### config.mk
export PLATFORM = sky130hd
export DESIGN_NAME = spi_register_access_master
export DESIGN_NICKNAME = d
export VERILOG_FILES = /design/src/srm_pkg.sv /design/src/srm_front.sv /design/src/srm_back.sv /design/src/spi_register_access_master.sv
export SDC_FILE = /design/constraint.sdc
export NUM_CORES = 1
export LEC_CHECK = 0
export BUFFER_PORTS_ARGS = -buffer_cell sky130_fd_sc_hd__buf_2
export CAP_MARGIN = 20
export CORE_ASPECT_RATIO = 2
export CORE_MARGIN = 4
export CORE_UTILIZATION = 41
export CTS_CLUSTER_SIZE = 40
export DETAILED_ROUTE_END_ITERATION = 7
export SLEW_MARGIN = 20
export SYNTH_ARGS = -nofsm -noshare
export SYNTH_HDL_FRONTEND = slang
export SYNTH_SLANG_ARGS = --single-unit
### constraint.sdc
create_clock -name clk -period 11.75 [get_ports clk]
set_input_delay 2.35 -clock clk [delete_from_list [all_inputs] [get_ports clk]]
set_output_delay 2.35 -clock clk [all_outputs]
set_load 0.005 [all_outputs]
### src/srm_pkg.sv
// srm_pkg: shared types and constants for the SPI register access master.
// No dependencies; used by srm_front, srm_back and the top level.

package srm_pkg;

	localparam int MAX_READ_BYTES  = 4;
	localparam int MAX_WRITE_BYTES = 3;
	localparam int CNT_W           = 3;
	localparam int BITS_W          = 6;
	localparam int Q_DEPTH         = 4;
	localparam int Q_PTR_W         = $clog2(Q_DEPTH);
	localparam int Q_CNT_W         = $clog2(Q_DEPTH + 1);

	localparam logic [5:0] ADDR_MASK  = 6'h3F;
	localparam logic       WRITE_FLAG = 1'b1;

	typedef enum logic [1:0] {
		OP_TICK  = 2'd0,
		OP_READ  = 2'd1,
		OP_WRITE = 2'd2,
		OP_BAD   = 2'd3
	} op_t;

	typedef enum logic [1:0] {
		ST_OK      = 2'd0,
		ST_IGNORED = 2'd1,
		ST_BUSY    = 2'd2
	} status_t;

	typedef enum logic [1:0] {
		K_TICK   = 2'd0,
		K_START  = 2'd1,
		K_IGNORE = 2'd2
	} kind_t;

	// classified item handed from front to back
	typedef struct packed {
		kind_t             kind;
		logic              is_read;
		logic [1:0]        chip;
		logic [7:0]        header;
		logic [23:0]       wdata;
		logic [CNT_W-1:0]  count;
		logic              miso;
	} item_t;

	typedef struct packed {
		logic        mosi;
		logic [1:0]  chip_select;
		logic        sck_pulse;
		logic        done_res;
		logic [31:0] read_data;
		status_t     status;
	} result_t;

endpackage

### src/srm_front.sv
// srm_front: accepts input transfers, classifies them and queues them.
// Depends on srm_pkg.

module srm_front (
	input  logic                clk,
	input  logic                arst_n,
	input  logic                in_valid,
	output logic                in_stall,
	input  logic [1:0]          op,
	input  logic [1:0]          chip,
	input  logic [7:0]          reg_addr,
	input  logic [2:0]          byte_count,
	input  logic [23:0]         write_data,
	input  logic                miso_bit,
	output logic                q_valid,
	output srm_pkg::item_t      q_item,
	input  logic                q_pop
);

	srm_pkg::item_t                      cls;
	srm_pkg::item_t                      mem_q [srm_pkg::Q_DEPTH];
	logic [srm_pkg::Q_PTR_W-1:0]         wr_ptr_q;
	logic [srm_pkg::Q_PTR_W-1:0]         rd_ptr_q;
	logic [srm_pkg::Q_CNT_W-1:0]         cnt_q;
	logic                                full;
	logic                                push;
	logic                                pop;

	// classify: saturate counts, build header
	always_comb begin
		cls         = '0;
		cls.chip    = chip;
		cls.wdata   = write_data;
		cls.miso    = miso_bit;
		cls.count   = byte_count;
		cls.header  = {1'b0, 1'b0, reg_addr[5:0] & srm_pkg::ADDR_MASK};
		unique case (srm_pkg::op_t'(op))
			srm_pkg::OP_TICK: begin
				cls.kind = srm_pkg::K_TICK;
			end
			srm_pkg::OP_READ: begin
				cls.kind    = srm_pkg::K_START;
				cls.is_read = 1'b1;
				if (byte_count > srm_pkg::CNT_W'(srm_pkg::MAX_READ_BYTES))
					cls.count = srm_pkg::CNT_W'(srm_pkg::MAX_READ_BYTES);
			end
			srm_pkg::OP_WRITE: begin
				cls.kind      = srm_pkg::K_START;
				cls.header[7] = srm_pkg::WRITE_FLAG;
				if (byte_count > srm_pkg::CNT_W'(srm_pkg::MAX_WRITE_BYTES))
					cls.count = srm_pkg::CNT_W'(srm_pkg::MAX_WRITE_BYTES);
			end
			default: begin
				cls.kind = srm_pkg::K_IGNORE;
			end
		endcase
	end

	assign full     = (cnt_q == srm_pkg::Q_CNT_W'(srm_pkg::Q_DEPTH));
	assign in_stall = full;
	assign push     = in_valid && !full;
	assign q_valid  = (cnt_q != '0);
	assign pop      = q_pop && q_valid;
	assign q_item   = mem_q[rd_ptr_q];

	always_ff @(posedge clk) begin
		if (push)
			mem_q[wr_ptr_q] <= cls;
	end

	always_ff @(posedge clk or negedge arst_n) begin
		if (!arst_n) begin
			wr_ptr_q <= '0;
			rd_ptr_q <= '0;
			cnt_q    <= '0;
		end else begin
			if (push)
				wr_ptr_q <= wr_ptr_q + 1'b1;
			if (pop)
				rd_ptr_q <= rd_ptr_q + 1'b1;
			if (push && !pop)
				cnt_q <= cnt_q + 1'b1;
			else if (pop && !push)
				cnt_q <= cnt_q - 1'b1;
		end
	end

	a_no_overfill: assert property (@(posedge clk) disable iff (!arst_n)
		cnt_q <= srm_pkg::Q_CNT_W'(srm_pkg::Q_DEPTH))
		else $error("queue count beyond depth");

	a_ptr_gap: assert property (@(posedge clk) disable iff (!arst_n)
		(cnt_q != srm_pkg::Q_CNT_W'(srm_pkg::Q_DEPTH)) |->
		((wr_ptr_q - rd_ptr_q) == cnt_q[srm_pkg::Q_PTR_W-1:0]))
		else $error("queue pointers disagree with count");

endmodule

### src/srm_back.sv
// srm_back: runs the SPI transaction state, one queued item per cycle unless stalled,
// and holds the result in an output register. Depends on srm_pkg.

module srm_back (
	input  logic                clk,
	input  logic                arst_n,
	input  logic                q_valid,
	input  srm_pkg::item_t      q_item,
	output logic                q_pop,
	output logic                out_valid,
	input  logic                out_stall,
	output srm_pkg::result_t    res
);

	logic                              busy_q;
	logic                              is_read_q;
	logic [1:0]                        active_chip_q;
	logic [31:0]                       out_shift_q;
	logic [srm_pkg::BITS_W-1:0]        bits_left_q;
	logic [srm_pkg::BITS_W-1:0]        data_bits_q;
	logic [31:0]                       in_shift_q;
	logic                              mosi_hold_q;
	logic                              out_valid_q;
	srm_pkg::result_t                  res_q;

	logic                              busy_d;
	logic                              is_read_d;
	logic [1:0]                        active_chip_d;
	logic [31:0]                       out_shift_d;
	logic [srm_pkg::BITS_W-1:0]        bits_left_d;
	logic [srm_pkg::BITS_W-1:0]        data_bits_d;
	logic [31:0]                       in_shift_d;
	logic                              mosi_hold_d;
	srm_pkg::result_t                  res_d;
	logic                              ready;
	logic                              data_phase;
	logic [1:0]                        cur_cs;

	assign ready = !out_valid_q || !out_stall;
	assign q_pop = q_valid && ready;
	assign out_valid = out_valid_q;
	assign res = res_q;
	assign cur_cs = busy_q ? active_chip_q : 2'd0;
	assign data_phase = (bits_left_q <= data_bits_q);

	always_comb begin
		busy_d        = busy_q;
		is_read_d     = is_read_q;
		active_chip_d = active_chip_q;
		out_shift_d   = out_shift_q;
		bits_left_d   = bits_left_q;
		data_bits_d   = data_bits_q;
		in_shift_d    = in_shift_q;
		mosi_hold_d   = mosi_hold_q;
		res_d             = '0;
		res_d.mosi        = mosi_hold_q;
		res_d.chip_select = cur_cs;
		res_d.status      = srm_pkg::ST_OK;
		unique case (q_item.kind)
			srm_pkg::K_START: begin
				if (busy_q) begin
					res_d.status = srm_pkg::ST_BUSY;
				end else begin
					busy_d            = 1'b1;
					is_read_d         = q_item.is_read;
					active_chip_d     = q_item.chip;
					out_shift_d       = {q_item.header, q_item.wdata};
					data_bits_d       = {q_item.count, 3'b000};
					bits_left_d       = {q_item.count, 3'b000} + srm_pkg::BITS_W'(8);
					in_shift_d        = '0;
					res_d.chip_select = q_item.chip;
				end
			end
			srm_pkg::K_TICK: begin
				if (!busy_q) begin
					res_d.mosi        = 1'b0;
					res_d.chip_select = 2'd0;
					res_d.status      = srm_pkg::ST_IGNORED;
				end else begin
					res_d.sck_pulse = 1'b1;
					if (is_read_q && data_phase) begin
						in_shift_d = {in_shift_q[30:0], q_item.miso};
					end else begin
						res_d.mosi  = out_shift_q[31];
						mosi_hold_d = out_shift_q[31];
						out_shift_d = {out_shift_q[30:0], 1'b0};
					end
					bits_left_d = bits_left_q - 1'b1;
					if (bits_left_q == srm_pkg::BITS_W'(1)) begin
						res_d.done_res = 1'b1;
						if (is_read_q)
							res_d.read_data = in_shift_d;
						busy_d        = 1'b0;
						active_chip_d = 2'd0;
					end
				end
			end
			default: begin
				res_d.status = srm_pkg::ST_IGNORED;
			end
		endcase
	end

	always_ff @(posedge clk or negedge arst_n) begin
		if (!arst_n) begin
			busy_q        <= 1'b0;
			is_read_q     <= 1'b0;
			active_chip_q <= 2'd0;
			out_shift_q   <= '0;
			bits_left_q   <= '0;
			data_bits_q   <= '0;
			in_shift_q    <= '0;
			mosi_hold_q   <= 1'b0;
			out_valid_q   <= 1'b0;
		end else begin
			if (q_pop) begin
				busy_q        <= busy_d;
				is_read_q     <= is_read_d;
				active_chip_q <= active_chip_d;
				out_shift_q   <= out_shift_d;
				bits_left_q   <= bits_left_d;
				data_bits_q   <= data_bits_d;
				in_shift_q    <= in_shift_d;
				mosi_hold_q   <= mosi_hold_d;
			end
			if (ready)
				out_valid_q <= q_valid;
		end
	end

	always_ff @(posedge clk) begin
		if (q_pop)
			res_q <= res_d;
	end

	a_done_has_clock: assert property (@(posedge clk) disable iff (!arst_n)
		out_valid_q && res_q.done_res |-> res_q.sck_pulse && res_q.status == srm_pkg::ST_OK)
		else $error("done without a clock period");

	a_idle_no_chip: assert property (@(posedge clk) disable iff (!arst_n)
		!busy_q |-> active_chip_q == 2'd0)
		else $error("chip held while idle");

	a_count_bound: assert property (@(posedge clk) disable iff (!arst_n)
		busy_q |-> bits_left_q != '0 && bits_left_q <= data_bits_q + srm_pkg::BITS_W'(8))
		else $error("bit counter out of range");

	a_done_frees: assert property (@(posedge clk) disable iff (!arst_n)
		q_pop && res_d.done_res |=> !busy_q)
		else $error("still busy after final period");

endmodule

### src/spi_register_access_master.sv
// spi_register_access_master: top level of the SPI register access master.
// Depends on srm_pkg, srm_front and srm_back.
// A result passes through the front-end queue and the back end's output register before it is offered.
// Throughput: one item per cycle while the receiver does not stall; set by
// the back end, which retires one queued item per cycle into its output register.
// Reset: asynchronous, active low; clears queue, transaction state and
// output valid at once, no clearing pass.

module spi_register_access_master (
	input  logic         clk,
	input  logic         arst_n,
	// input channel
	input  logic         in_valid,
	output logic         in_stall,
	input  logic [1:0]   op,
	input  logic [1:0]   chip,
	input  logic [7:0]   reg_addr,
	input  logic [2:0]   byte_count,
	input  logic [23:0]  write_data,
	input  logic         miso_bit,
	// result channel
	output logic         out_valid,
	input  logic         out_stall,
	output logic         mosi,
	output logic [1:0]   chip_select,
	output logic         sck_pulse,
	output logic         done_res,
	output logic [31:0]  read_data,
	output logic [1:0]   status
);

	// Front end: decodes op, saturates the byte count (three for writes,
	// four for reads), forms the header byte and queues the classified item
	// in a four-entry queue. It stalls only when that queue is full.
	logic               q_valid;
	logic               q_pop;
	srm_pkg::item_t     q_item;
	srm_pkg::result_t   res;

	srm_front u_front (
		.clk        (clk),
		.arst_n     (arst_n),
		.in_valid   (in_valid),
		.in_stall   (in_stall),
		.op         (op),
		.chip       (chip),
		.reg_addr   (reg_addr),
		.byte_count (byte_count),
		.write_data (write_data),
		.miso_bit   (miso_bit),
		.q_valid    (q_valid),
		.q_item     (q_item),
		.q_pop      (q_pop)
	);

	// Back end: holds the transaction state (busy, shifters, bit counters)
	// and produces exactly one result per item. It pops the queue whenever
	// its output register is empty or being taken, so a waiting result does
	// not block the next item from being worked on until the register is
	// actually full and stalled.
	srm_back u_back (
		.clk       (clk),
		.arst_n    (arst_n),
		.q_valid   (q_valid),
		.q_item    (q_item),
		.q_pop     (q_pop),
		.out_valid (out_valid),
		.out_stall (out_stall),
		.res       (res)
	);

	// result fields onto their own ports
	assign mosi        = res.mosi;
	assign chip_select = res.chip_select;
	assign sck_pulse   = res.sck_pulse;
	assign done_res    = res.done_res;
	assign read_data   = res.read_data;
	assign status      = res.status;

endmodule

# == Word-level counts from Yosys, hierarchy flattened ==
# Memory sizes are Yosys's and may differ from the RTL's.
# Index checks and enable logic that the tools add are counted.
# word_totals
n_memories,1
ram_bits,160
wordCells,105
regBits,125
# classes
reduce_logical,26
mux,41
bitwise_logic,1
addsub,6
magnitude_cmp,3
eq_ne,9
# memory_table
name,words,word_bits,rd,rd_ports_with_merged_regs,write_ports,line,text
u_front.mem_q,4,40,1,0,1,srm_front.sv:21,srm_pkg::item_t mem_q [srm_pkg::Q_DEPTH];
# ops
op,count
two-way mux 32 bit,7
case mux 32 bit (2 select lines),2
two-way mux 34 bit,1
two-way mux 33 bit,1
case mux 2 bit (2 select lines),4
two-way mux 2 bit,7
two-way mux 3 bit,4
two-way mux 6 bit,2
case mux 6 bit (2 select lines),1
two-way mux 1 bit,10
AND reduction 5 bit,2
AND reduction 4 bit,2
"adder 6 x 4 -> 6 bit, second input constant",1
"equality test 6 x 1 -> 1 bit, second input constant",1
<= comparator 6 bit,1
logical AND 1 bit,6
case mux 3 bit (2 select lines),1
AND reduction 3 bit,2
"subtractor 6 x 1 -> 6 bit, second input constant",1
logical NOT 1 bit,5
"adder 2 x 1 -> 2 bit, second input constant",2
"equality test 2 x 1 -> 1 bit, second input constant",2
logical NOT 2 bit,2
"inequality test 2 x 1 -> 1 bit, second input constant",2
other kinds (14),17

# == Longest topological paths before layout ==
# Gate-level depths: netlist of run 1.
# logic_depth
ltp_word,7
ltp_mapped,10
ltp_nobuf,9

# == By module ==
# Synthesis of run 1 repeated with hierarchy kept, for this count alone.
# unflattened
cells_unflattened,727
area_unflattened_um2,11544.8
# modules_own_cells
module,cells_each,instances,area_each_um2
srm_front,261,1,6349.8
srm_back,466,1,5195.0

# == Worst setup path before layout of run 1 ==
# Ideal clock, no wire load.
# synth_timing
path_type,input to register
start,input port out_stall
end,register u_front.cnt_q[1] (netlist name)
stages,6
path_buffers,0
arrival_time_ps,5515
setup_slack_ps,6110
setup_ps,125
path_cell_list,a21oi_1 inv_1 ha_1 inv_1 fa_1 mux2_2
# synth_between
elab_chain_len,7
# synth_rtl
element,line,text
from (decl),spi_register_access_master.sv:23,"input logic out_stall,"
logical NOT 1 bit (*),srm_back.sv:39,assign ready = !out_valid_q || !out_stall;
logical OR 1 bit (*),srm_back.sv:39,
logical AND 1 bit (*),srm_back.sv:40,assign q_pop = q_valid && ready;
logical AND 1 bit (*),srm_front.sv:63,assign pop = q_pop && q_valid;
logical NOT 1 bit,srm_front.sv:81,if (push && !pop)
logical AND 1 bit,srm_front.sv:81,
two-way mux 3 bit / nonzero test 2 bit (equally long branches),--,
to (signal assigned),srm_front.sv:82,cnt_q <= cnt_q + 1'b1;
to (signal assigned),srm_front.sv:84,cnt_q <= cnt_q - 1'b1;
to (decl),srm_front.sv:24,logic [srm_pkg::Q_CNT_W-1:0] cnt_q;
# Mark *: on every way between the ends. The rest lies on a longest branch, timed or not.
# A chain may end at the register's enable or synchronous reset.

# == Worst setup path after layout of run 1 ==
# layout_timing
start,register u_front.cnt_q[0] (netlist name)
end,output port in_stall
# layout_between
elab_chain_len,1
# layout_rtl
element,line,text
equality test 3 bit,srm_front.sv:59,assign full = (cnt_q == srm_pkg::Q_CNT_W'(srm_pkg::Q_DEPTH));
to (decl),spi_register_access_master.sv:14,"output logic in_stall,"
# Every way passes these cells.

==> out/qor.yml, run 1 <==
status: "complete, no violations"
dr.first_iter.drc_count: 357
clock_skew_ns: 0.0131
path_cells: "nor3b_1, buf_2"
die_x_um: 126
synth_edf_count: 199
postCtsSetupBuffers: 0
syn_nets: 712
drt_wl_total_mm: 20.2
rr_endpoint: "u_back.out_shift_q[17]$_DFFE_PN0P_"
dpl.hpwl_mm: 12.7
reg2reg_depth: 7
avgSynthCellArea_um2: 17.6
clk_pin_slew_ns: 0.07
row_count: 86
coreArea_um2: 27700
ys.flop_type: "edfxtp_1"
worstHoldStart: "u_back.out_shift_q[23]$_DFFE_PN0P_"
finalSetupViolCount: 0
antenna_found_initial: 2
whs_path_depth: 1
netlist_top_cells_area: "edfxtp_1, dfrtp_1, mux4_2"
grt_use_total_pct: 13.4
max_clock_freq_mhz: 248
min_to: "u_back.out_shift_q[23]$_DFFE_PN0P_"
tns_ns: 0
fin_crit_ns: 4.04
syn_inst: 652
drc: 0
cap_violations: 0
viasPerCell: 5.22
slowest_stage: "nor3b_1"
final_nets: 796
dr.pass1.iters: 4
cp.required_ns: 9.40
synth_common_cells: "edfxtp_1, dfrtp_1, mux2_2, nor2_1, mux4_2"
hold_viol: 0
fp.dieH_um: 245
maxSlewViolCount: 0
ys_types: 40
yosys.cell_count.top_type: "edfxtp_1"
synth_async_sr_flop_share_pct: 30.2
start_util_pct: 41.6
slew_headroom_pct: 39.0
grt_max_degree: 71
grt_overflow: 0
port_buffers: 82
cts_buffers: 25
post_cts_resized: 0
synth_top_area_share_pct: 52.0
min_period_over_period_pct: 34.4
die_area_um2: 30900
first_global_vias: 6424
arrival_ns: 1.69
wl_per_cell_um: 18.2
power_density_nw_per_um2: 242
yosys_warnings: 0
hold_slack_ns: 0.491
path_max_fanout: 4
end_kind: "primary output"
grt_pass1_wl_mm: 33.5
io_pins: 85
gp_congestion: 0.787
slowest_delay_ns: 0.50
vias: 5776
ys_seq_elements: 285
insertion_delay_ns: 0.53
cp-start-kind: "register"
peakVddDrop_uv: 120
p_leak_nw: 4.76
final_util_pct: 47.3
syn_area_um2: 11500
synth_seq_area_share_pct: 70.7
cts_tree: "done"
tightest_slew_ns: 0.915
r2r_setup_slack_ns: 8.24
cts_buffer_depth: 3
ant_nets: 0
critical_path_class: "register to primary output"
cts_root_buf: "clkbuf_16"
r2r_start: "u_front.rd_ptr_q[0]$_DFFE_PN0P_"
hold_buffers: 0
areaGrowthSynthToFinish_pct: 13.9
min_path_type: "register to register"
rsz0062_at_grt: "no"
yosysTopAreaCell: "edfxtp_1"
layout-drive-gt1-share_pct: 32.2
tritoncts_num_sinks: 285
htreeDepth: 1
==> stage by stage <==
stage,instance area [um2],cells,setup WS (ns),total power [W]
after global placement,12300,1061,7.44,0.00236
after CTS,13100,1106,7.60,0.00323
after detailed placement,12300,1061,7.29,0.00241
final,13100,1107,7.71,0.00317
after global routing,13100,1107,7.59,0.00336
after floorplan,11500,652,6.11,0.00215
==> registers in the layout, indices dropped and copies added, names as in the netlist <==
signal	flops
u_back.active_chip_q	2
u_back.bits_left_q	6
u_back.busy_q	1
u_back.data_bits_q	3
u_back.in_shift_q	32
u_back.is_read_q	1
u_back.mosi_hold_q	1
u_back.out_shift_q	32
u_back.out_valid	1
u_back.res	39
u_front.cnt_q	3
u_front.mem_q	160
u_front.rd_ptr_q	2
u_front.wr_ptr_q	2
==> power by group <==
group	internal (W)	switching (W)	leakage, nW
sequential	0.00135	0.0000915	2.96
clock	0.000464	0.000343	0.390
combinational	0.000452	0.000471	1.41
total	0.00226	0.000906	4.76
==> placed cells by master (no fill, tap or decap), drive strengths merged, types with 8 or more instances in the layout <==
cell type / Yosys / routed
nor2: 46 / 46
mux4: 40 / 40
edfxtp: 199 / 199
dfrtp: 86 / 86
mux2i: 33 / 33
mux2: 65 / 65
inv: 14 / 14
nand2: 19 / 19
o21ai: 12 / 12
clkinv: 0 / 8
ha: 15 / 15
buf: 15 / 90
clkbuf: 18 / 33
a21oi: 9 / 9
a22o: 34 / 34
==> critical path, delay by kind of cell (launching register included) <==
kind	cells	cell delay, ns
buf+inv	1	0.22
flops	1	0.44
simple gates	1	0.50
==> worst max path at each step <==
| stage | end | from |
|---|---|---|
| 2_1_floorplan | u_front.cnt_q[1]$_DFFE_PN0P_ | out_stall |
| 3_3_place_gp | u_front.mem_q[1][29]$_DFFE_PP_ | in_valid |
| 3_5_place_dp | u_front.mem_q[1][39]$_DFFE_PP_ | in_valid |
| 4_1_cts | in_stall | u_front.cnt_q[0]$_DFFE_PN0P_ |
| 5_1_grt | in_stall | u_front.cnt_q[0]$_DFFE_PN0P_ |
| 6_report | in_stall | u_front.cnt_q[0]$_DFFE_PN0P_ |
==> routing by layer <==
metal | vias to the layer above | GRT usage, % | wire (um)
li1 | 2665 | - | -
met4 | 2 | 4.55 | 500
met1 | 2962 | 13.9 | 7110
met2 | 111 | 26.5 | 11700
met3 | 36 | 2.33 | 896
met5 | - | 0 | 12
==> kinds of logic (layout without fill, tap and decap cells) <==
family / count (synthesis) / in the layout / share of synthesized area [%]
other: 0 / 1 / 0
AO/OA/AOI/OAI: 65 / 65 / 4.33
XOR/XNOR: 7 / 7 / 0.533
AND/OR/NAND/NOR: 94 / 94 / 3.68
flip-flops: 285 / 285 / 70.7
adder cells (fa/ha/maj): 16 / 16 / 1.81
buffers and inverters: 47 / 149 / 1.87
multiplexers: 138 / 138 / 17.1
==> area by class of cell <==
type	count	area, um2
fill	2347	14600
clock inverter	12	134
multi-input combinational	320	3190
sequential	285	8130
tap	352	440
clock buffer	33	666
antenna	1	2.50
timing repair buffer	90	473
inverter	14	52.6
Power figures use the tool's default switching activity.
==> run 2: changes to the inputs <==
Clock period 11.75 ns to 3.4 ns, I/O delays scaled along.
==> run 2 against run 1 <==
Final area increased by 1.8%. Sequential power increased to 3.5 times the previous value. Clock skew increased by 0.0050 ns. Combinational power increased to 3.5 times the previous value. Die area unchanged. Sequential share of layout area decreased by 1.1 points. Critical path type is now register to register. Largest power group unchanged. Highest routed layer is now met4.
==> out/qor.yml, run 2 (synthesis results as in run 1) <==
postCtsSetupBuffers: 0  # unchanged
start_util_pct: 41.6  # unchanged
tritoncts_num_sinks: 285  # unchanged
path_max_fanout: 32  # +28
dp.cells: 1070  # +0.85%
p_comb_share_pct: 28.9  # -0.2 points
max_clock_freq_mhz: 370
post_cts_resized: 0  # unchanged
cts_root_buf: "clkbuf_16"
drc: 0  # unchanged
end_kind: "register"
arrival_ns: 3.11  # +1.42 ns
fin_crit_ns: 2.70
fp.dieH_um: 245  # unchanged
r2r_start: "u_front.rd_ptr_q[0]$_DFFE_PN0P_"
htreeDepth: 1  # unchanged
dr.pass1.iters: 4  # unchanged
antenna_found_initial: 0  # -2
cap_violations: 0  # unchanged
viasPerCell: 5.20  # -0.42%
use_met1_pct: 14.0  # +0.11 points
tightest_slew_ns: 0.770  # -0.145 ns
die_x_um: 126  # unchanged
pwr-share-seq_pct: 44.4  # -1.0 points
p_leak_nw: 4.89  # +2.6%
largest_reg_flops: 160  # unchanged
startpoint: "u_front.rd_ptr_q[0]$_DFFE_PN0P_"
stdcell_count: 1118  # +0.99%
cts_tree: "done"
antenna_cells: 0  # -1
tns_ns: 0  # unchanged
insertion_delay_ns: 0.53  # about the same
port_buffers: 82  # unchanged
regMostFlops: "u_front.mem_q"
swShare_pct: 28.3  # -0.26 points
cts_buffers: 26  # +4.0%
min_period_over_period_pct: 79.5
cp.required_ns: 3.81  # -5.59 ns
final_cell_mix: "edfxtp_1, dfrtp_1, buf_2"
hold_buffers: 0  # unchanged
wl_per_cell_um: 18.4  # +0.65%
cp-start-kind: "register"
grt_pass1_wl_mm: 33.6  # +0.39%
status: "complete, no violations"
row_count: 86  # unchanged
power_density_nw_per_um2: 843  # +250%
maxSlewViolCount: 0  # unchanged
drt_wl_total_mm: 20.5  # +1.7%
hold_slack_ns: 0.193  # -0.298 ns
die_area_um2: 30900  # unchanged
power_frac_clock_pct: 26.7  # +1.2 points
finalPower_w: 0.0112  # +250%
grt_overflow: 0  # unchanged
fin_area_um2: 13300  # +1.8%
peakVddDrop_uv: 436  # +260%
dpl.hpwl_mm: 13.1  # +2.8%
hold_viol: 0  # unchanged
rsz0062_at_grt: "no"
coreArea_um2: 27700  # unchanged
final_common_cell: "edfxtp_1"
gp_congestion: 0.779  # -1.0%
cts_buffer_depth: 3  # unchanged
first_global_vias: 6405  # -0.30%
io_pins: 85  # unchanged
finalSetupViolCount: 0  # unchanged
grt_max_degree: 54  # -24%
grt_util_met2_pct: 26.9  # +0.42 points
layout-drive-gt1-share_pct: 33.9  # +1.7 points
clock_skew_ns: 0.0181  # +0.00501 ns
critical_path_class: "register to register"
areaGrowthSynthToFinish_pct: 16.0
grt_use_total_pct: 13.5  # +0.13 points
min_path_type: "input port to asynchronous set/reset pin"
ant_nets: 0  # unchanged
p_int_w: 0.00805  # +260%
use_met3_pct: 2.18  # -0.15 points
clk_pin_slew_ns: 0.06  # about the same
final_nets: 806  # +1.3%
slew_headroom_pct: 48.7  # +9.7 points
p_switching_w: 0.00319  # +250%
dpl_cell_area_um2: 12400  # +1.2%
grt-busiest-layer: "met2"
dr.first_iter.drc_count: 332  # -7.0%
vias: 5809  # +0.57%
[run 2: cell types whose count changed in the layout (fill, tap and decap cells not counted), moves of 2 or more]
cell / delta
clkbuf_1: -6
and2_2: +3
and2_4: -4
buf_12: +6
buf_4: +3
clkbuf_16: +3
clkbuf_8: +8
bufinv_16: -2
[run 2: per-stage QoR]
stage	utilization [%]	setup WS [ns]
after floorplan	-	0.273
after global placement	44.9	0.739
after detailed placement	44.9	0.699
after CTS	48.2	0.680
after global routing	48.2	0.568
final	48.2	0.698
[run 2: worst paths after layout]
path	endpoint	slack, ns	cells past startpoint
max in group asynchronous	u_back.out_shift_q[6]$_DFFE_PN0P_	2.54	2
setup reg to reg	u_back.out_shift_q[11]$_DFFE_PN0P_	0.70	6
min in group clk	u_front.mem_q[3][28]$_DFFE_PP_	0.36	1
setup / recovery	u_back.out_shift_q[11]$_DFFE_PN0P_	0.70	6
hold / removal	u_back.in_shift_q[24]$_DFFE_PN0P_	0.19	1
hold reg to reg	u_back.out_shift_q[23]$_DFFE_PN0P_	0.49	1
[run 2: per-layer routing]
metal / vias up / share of wire [%]
met2: 123 / 58
met5: - / 0
met4: 0 / 2.4
li1: 2691 / -
met3: 32 / 4.3
met1: 2963 / 35
[run 2: area by class of cell]
type                    count  area [um2]
fillers                  2329       14300
flip-flops and latches    285        8130
multi-input cells         320        3180
clock buffers              38         828
repair buffers             99         616
well taps                 352         440
clock inverters            10        81.3
inverters                  14        52.6
[run 2: power groups by stage]
stage | Combinational, W | Clock [W] | Sequential [W]
after floorplan | 0.00246 | 0 | 0.00496
after global placement | 0.00326 | 0 | 0.00502
after detailed placement | 0.00334 | 0 | 0.00508
after CTS | 0.00336 | 0.00310 | 0.00500
after global routing | 0.00360 | 0.00323 | 0.00508
final | 0.00325 | 0.00300 | 0.00499
[run 2: critical path, stage by stage, from the launching register on]
cell     delay [ns]
dfrtp_2        0.46
mux4_2         0.64
a211o_1        0.43
a21o_1         0.26
a21oi_4        0.15
buf_12         0.22
mux2_2         0.37
